### src/design/bfd_pkg.sv
// Shared types and constants for the box filter downsampler.
// No dependencies; imported by every module of the block.
package bfd_pkg;

    localparam int PIX_W   = 8;   // canvas and output pixel width
    localparam int POS_W   = 11;  // column / row position width
    localparam int SIZE_W  = 12;  // canvas size register width
    localparam int HSUM_W  = 11;  // horizontal sum over up to 8 pixels
    localparam int SUM_W   = 14;  // block sum over up to 8 by 8 pixels
    localparam int FL_W    = 2;   // factor_log2 register width
    localparam int SHIFT_W = 3;   // 2 * factor_log2
    localparam int CIDX_W  = 2;   // config register index width

    localparam logic [SIZE_W-1:0] CANVAS_LIMIT = 12'd2048;

    // Configuration register indexes
    localparam logic [CIDX_W-1:0] REG_FACTOR_LOG2   = 2'd0;
    localparam logic [CIDX_W-1:0] REG_CANVAS_WIDTH  = 2'd1;
    localparam logic [CIDX_W-1:0] REG_CANVAS_HEIGHT = 2'd2;

    // Per-pixel control decoded from the raster position
    typedef struct packed {
        logic                do_sum;    // last pixel of a block row, inside the cropped area
        logic                first_row; // first row of the block: no stored partial sum
        logic                emit;      // last row of the block: give a result
        logic                row_end;
        logic                frame_end;
        logic [SHIFT_W-1:0]  shift;
        logic [HSUM_W-1:0]   hsum;
    } item_ctl_t;

endpackage

### src/design/bfd_pos_ctrl.sv
// Raster position tracking, configuration registers and horizontal sum.
// Depends on bfd_pkg; decodes each accepted pixel into an item_ctl_t.
module bfd_pos_ctrl
    import bfd_pkg::*;
#(
    parameter int MAX_OUT_WIDTH   = 1024,
    parameter int MAX_FACTOR_LOG2 = 3,
    parameter int AW              = 10
) (
    input  logic              aclk,
    input  logic              aresetn,
    input  logic              cfg_valid,
    input  logic [CIDX_W-1:0] cfg_index,
    input  logic [SIZE_W-1:0] cfg_data,
    input  logic              pix_accept,
    input  logic [PIX_W-1:0]  pix,
    output item_ctl_t         ctl,
    output logic [AW-1:0]     col_addr
);

    localparam logic [FL_W-1:0] FMAX =
        (MAX_FACTOR_LOG2 > 3) ? 2'd3 : FL_W'(MAX_FACTOR_LOG2);
    localparam logic [12:0] OW_MAX = 13'(MAX_OUT_WIDTH);

    logic [FL_W-1:0]   factor_reg;
    logic [SIZE_W-1:0] width_reg, height_reg;
    logic [POS_W-1:0]  col_reg, col_next;
    logic [POS_W-1:0]  row_reg, row_next;
    logic [HSUM_W-1:0] hsum_reg, hsum_next;

    logic [FL_W-1:0]   f;
    logic [SIZE_W-1:0] w, h;
    logic [12:0]       ow_full, ow, oh, col_lim, row_lim, oc, orow;
    logic [2:0]        kmask, cin, rin;
    logic              in_range, cfg_hit;

    assign cfg_hit = cfg_valid && (cfg_index == REG_FACTOR_LOG2 ||
                                   cfg_index == REG_CANVAS_WIDTH ||
                                   cfg_index == REG_CANVAS_HEIGHT);

    always_comb begin
        f = (factor_reg > FMAX) ? FMAX : factor_reg;
        w = (width_reg == '0) ? SIZE_W'(1) :
            (width_reg > CANVAS_LIMIT) ? CANVAS_LIMIT : width_reg;
        h = (height_reg == '0) ? SIZE_W'(1) :
            (height_reg > CANVAS_LIMIT) ? CANVAS_LIMIT : height_reg;
        ow_full = {1'b0, w >> f};
        ow      = (ow_full > OW_MAX) ? OW_MAX : ow_full;
        oh      = {1'b0, h >> f};
        col_lim = ow << f;
        row_lim = oh << f;
        kmask   = 3'((4'd1 << f) - 4'd1);
        cin     = col_reg[2:0] & kmask;
        rin     = row_reg[2:0] & kmask;
        oc      = {2'b0, col_reg} >> f;
        orow    = {2'b0, row_reg} >> f;
        in_range = ({2'b0, col_reg} < col_lim) && ({2'b0, row_reg} < row_lim);

        hsum_next = (cin == '0) ? HSUM_W'(pix) : hsum_reg + HSUM_W'(pix);

        ctl.do_sum    = in_range && (cin == kmask);
        ctl.first_row = (rin == '0);
        ctl.emit      = (rin == kmask);
        ctl.row_end   = (oc == ow - 13'd1);
        ctl.frame_end = (oc == ow - 13'd1) && (orow == oh - 13'd1);
        ctl.shift     = {f, 1'b0};
        ctl.hsum      = hsum_next;
        col_addr      = oc[AW-1:0];

        // advance the raster position, wrapping at row and frame ends
        col_next = col_reg + POS_W'(1);
        row_next = row_reg;
        if ({1'b0, col_reg} + SIZE_W'(1) >= w) begin
            col_next = '0;
            if ({1'b0, row_reg} + SIZE_W'(1) >= h) begin
                row_next = '0;
            end else begin
                row_next = row_reg + POS_W'(1);
            end
        end
    end

    always_ff @(posedge aclk) begin
        if (!aresetn) begin
            factor_reg <= '0;
            width_reg  <= SIZE_W'(1);
            height_reg <= SIZE_W'(1);
            col_reg    <= '0;
            row_reg    <= '0;
            hsum_reg   <= '0;
        end else if (cfg_hit) begin
            case (cfg_index)
                REG_FACTOR_LOG2:   factor_reg <= cfg_data[FL_W-1:0];
                REG_CANVAS_WIDTH:  width_reg  <= cfg_data;
                REG_CANVAS_HEIGHT: height_reg <= cfg_data;
                default:           factor_reg <= factor_reg;
            endcase
            // restart the frame
            col_reg  <= '0;
            row_reg  <= '0;
            hsum_reg <= '0;
        end else if (pix_accept) begin
            col_reg <= col_next;
            row_reg <= row_next;
            if (in_range) begin
                hsum_reg <= hsum_next;
            end
        end
    end

endmodule

### config.mk
export PLATFORM = sky130hd
export DESIGN_NAME = bfd_pos_ctrl
export DESIGN_NICKNAME = d
export VERILOG_FILES = /design/src/design/bfd_pkg.sv /design/src/design/bfd_pos_ctrl.sv
export SDC_FILE = /design/constraint.sdc
export NUM_CORES = 1
export LEC_CHECK = 0
export ABC_AREA = 1
export BUFFER_PORTS_ARGS = -buffer_cell sky130_fd_sc_hd__clkbuf_2
export CAP_MARGIN = 20
export CELL_PAD_IN_SITES_DETAIL_PLACEMENT = 0
export CELL_PAD_IN_SITES_GLOBAL_PLACEMENT = 1
export CORE_MARGIN = 5
export CORE_UTILIZATION = 39
export CTS_BUF_LIST = sky130_fd_sc_hd__clkbuf_8
export CTS_CLUSTER_SIZE = 12
export DETAILED_ROUTE_END_ITERATION = 12
export GPL_ROUTABILITY_DRIVEN = 0
export HOLD_SLACK_MARGIN = 0.03
export PLACE_DENSITY_LB_ADDON = 0.1
export SLEW_MARGIN = 10
export SYNTH_ARGS = -nofsm -noshare
export SYNTH_HDL_FRONTEND = slang
export SYNTH_SLANG_ARGS = --single-unit
export TNS_END_PERCENT = 5
### constraint.sdc
create_clock -name aclk -period 3.46 [get_ports aclk]
set_input_delay 0.865 -clock aclk [delete_from_list [all_inputs] [get_ports aclk]]
set_output_delay 0.865 -clock aclk [all_outputs]
set_load 0.03 [all_outputs]
==> results by group <==
Pwr
  – Switch Pwr: 0.00101 W
  – Flop pwr share: 27.4%
  – Clock power frac: 27.3%
  – Combinational fraction of design power: 45.3%
  – Internal Power: 0.00164 W
  – Power Total: 0.00266 W
  – Static leakage: 4.25 nW
  – PwrDens: 305 nW/µm²
  – Switching part of the total: 38.2%
  – VDD IR max: 0.180 mV

Logic synthesis
  – Synthesized area: 6420 µm²
  – Ys Warns: 0
  – Synthesized instance count: 1075
  – Most common flop cell mapped by yosys: dfxtp_1
  – Yosys reg bits: 59
  – Synth Net Count: 1157
  – Sequential cell area fraction in the yosys report: 18.4%
  – Post-synth EDFFs: 0
  – Asr flop ratio synth: 0%
  – Unique masters post-synth: 45
  – Mapped Avg Cell Area: 5.97 µm²

Floorplanning
  – Die area: 19100 µm²
  – CORE AREA: 16300 µm²
  – Placement row count: 47
  – I/O pin cnt: 55
  – Die height: 138 µm
  – Die extent in x: 138 µm
  – Initial Util: 39.3%

GRT
  – Largest net degree at the start of global routing: 47
  – Initial antenna violation count: 0
  – Vias in the first global route: 6972
  – Total congestion overflow: 0
  – First-pass GRT wire length: 34300 µm
  – Total track usage: 21.3%

Timing
  – RSZ-0062 raised after global routing: true
  – Slew HR: 55.8%
  – Setup Skew: 0.00832 ns
  – Period minus WS final: 4.41 ns
  – Final-report setup violation count: 19
  – Final worst setup slack: -0.948 ns
  – Final Hold Viols: 0
  – Fmax: 227 MHz
  – Worst-margin pin slew: 0.661 ns
  – Slew Limit Fails: 0
  – Period utilization: 127%

Layout
  – Diode count: 0
  – Fraction of layout cells with a size suffix above 1: 28.4%
  – Commonest non-fill, non-tap cells in the layout: 283 x nand2_1, 179 x buf_4, 115 x inv_1
  – Area Overhead vs Synth: 35.7%
  – Commonest non-fill, non-tap cell in the layout: nand2_1
  – Nets: 1355
  – Final Cell Area: 8720 µm²

Setup path
  – R2R cell count: 28
  – Arrival time worst endpoint: 3.54 ns
  – Setup CP Type: register to output port
  – Critical-path maximum fanout: 8
  – Critical path capture point type: output port
  – Required time worst endpoint: 2.59 ns
  – Crit path launch type: register

Worst hold path
  – Worst Hold Depth: 2
  – Hold Path Class: register to register

Clock tree
  – Clock latency on the worst-skew pair: 0.34 ns
  – Clk buf depth: 2
  – Clock sinks: 59
  – Root buffer cell: clkbuf_8
  – CTS H-tree depth: 3
  – Post-CTS Hold Buffers: 0
  – Worst-path clk slew: 0.07 ns
  – CTS tree: done
  – Num CTS Buffers: 9

Drt
  – DRT Pass-1 Iters: 5
  – Drt initial violations: 305
  – Antenna viol nets, final: 0
  – WL per Instance: 14.2 µm
  – Drt total wl: 21300 µm
  – Via density: 4.94
  – Total number of vias: 7393
  – DR DRC count: 0

Place
  – Port Buf Inserts: 53
  – Post-DP HPWL: 17000 µm
  – DP Area: 8040 µm²

Status
  – Status: finished, violations left
  – Failing checks: negative setup slack

Job
  – Maxcap violations: 0
## layer usage
| layer | routed length (µm) | up-vias | GRT usage (%) |
|---|---|---|---|
| met5 | 0 | - | 0 |
| met4 | 172 | 0 | 3.74 |
| met3 | 767 | 11 | 3.04 |
| met2 | 9570 | 126 | 35.0 |
| met1 | 10700 | 3315 | 30.2 |
| li1 | - | 3941 | - |
## power groups by stage
stage               Combinational [W]  Clock [W]  Sequential [W]
finish                        0.00120   0.000726        0.000728
global route                  0.00133   0.000769        0.000731
CTS                           0.00117   0.000736        0.000727
detailed placement            0.00111          0        0.000741
global placement              0.00111          0        0.000741
floorplan                    0.000687          0        0.000742
## worst max-delay path, stage by stage, from the launching register on
cell and delay (ns):
dfxtp_2 0.32, nor2_2 0.09, nand2_1 0.07, nor2_2 0.13, nand2_2 0.13, nand2_4 0.19, nand2_2 0.09, nand3_2 0.07
nand2_2 0.07, nor2_4 0.14, nor2_2 0.05, nand3_2 0.08, nand2_4 0.10, buf_6 0.14, nand3_1 0.08, o21ai_2 0.07
a22oi_2 0.15, ha_1 0.28, a21oi_2 0.16, nor2_2 0.05, a211oi_2 0.14, nand2_1 0.12, nand2_2 0.09, nand3_2 0.09
a21oi_4 0.15, buf_8 0.14
## cells by family after synthesis
family / share of synthesized area [%]
AND/OR/NAND/NOR: 34.4
AO/OA/AOI/OAI: 19.5
buffers and inverters: 11.1
flip-flops: 18.4
adder cells (fa/ha/maj): 11.0
XOR/XNOR: 4.77
multiplexers: 0.779
other: 0.0584
## stage by stage
step | hold WS [ns] | cells | setup WS [ns] | utilization, % | TNS, ns
finish | 0.473 | 1498 | -0.948 | 53.3 | -7.22
global route | 0.496 | 1498 | -1.20 | 53.3 | -12.25
CTS | 0.476 | 1495 | -0.912 | 52.2 | -5.99
detailed placement | 0.467 | 1470 | -0.737 | 49.2 | -7.08
global placement | 0.459 | 1470 | -0.673 | 49.2 | -6.36
floorplan | 0.444 | 1075 | -0.400 | - | -2.44
## final cells by class
type                    instances  area (µm²)
clock buffers                  10         138
clock inverters                 6        88.8
fillers                      1750        7630
inverters                     128         483
multi-input cells             844        4860
flip-flops and latches         59        1200
well taps                     220         275
repair buffers                231        1670
## cells in the mapped netlist, types with 10 or more instances
library cell / instances / area (µm²)
inv_1: 119 / 447
xor2_1: 29 / 254
buf_2: 10 / 50.1
dfxtp_1: 59 / 1180
nand4_1: 11 / 68.8
a21oi_1: 78 / 390
clkbuf_1: 23 / 86.3
nor3_1: 20 / 100
ha_1: 55 / 688
nor2_1: 94 / 353
o21ai_0: 98 / 490
nand2_1: 294 / 1100
nand3_1: 79 / 395
## timing repair
item                       in CTS  in global routing
setup buffers                   8                  3
cloned                          1                  0
setup endpoints to repair      21                 21
gates resized for setup        59                 55
pin swaps                      26                 31
## path summary, 6_finish.rpt
check	endpoint	slack (ns)	start
max	ctl[18]	-0.95	width_reg[5]$_SDFFE_PN0P_
min	hsum_reg[2]$_SDFFE_PP0P_	0.47	hsum_reg[2]$_SDFFE_PP0P_
max reg2reg	hsum_reg[8]$_SDFFE_PP0P_	-0.32	width_reg[5]$_SDFFE_PN0P_
min reg2reg	hsum_reg[2]$_SDFFE_PP0P_	0.47	hsum_reg[2]$_SDFFE_PP0P_
No activity file was read; power rests on OpenSTA's default activity.
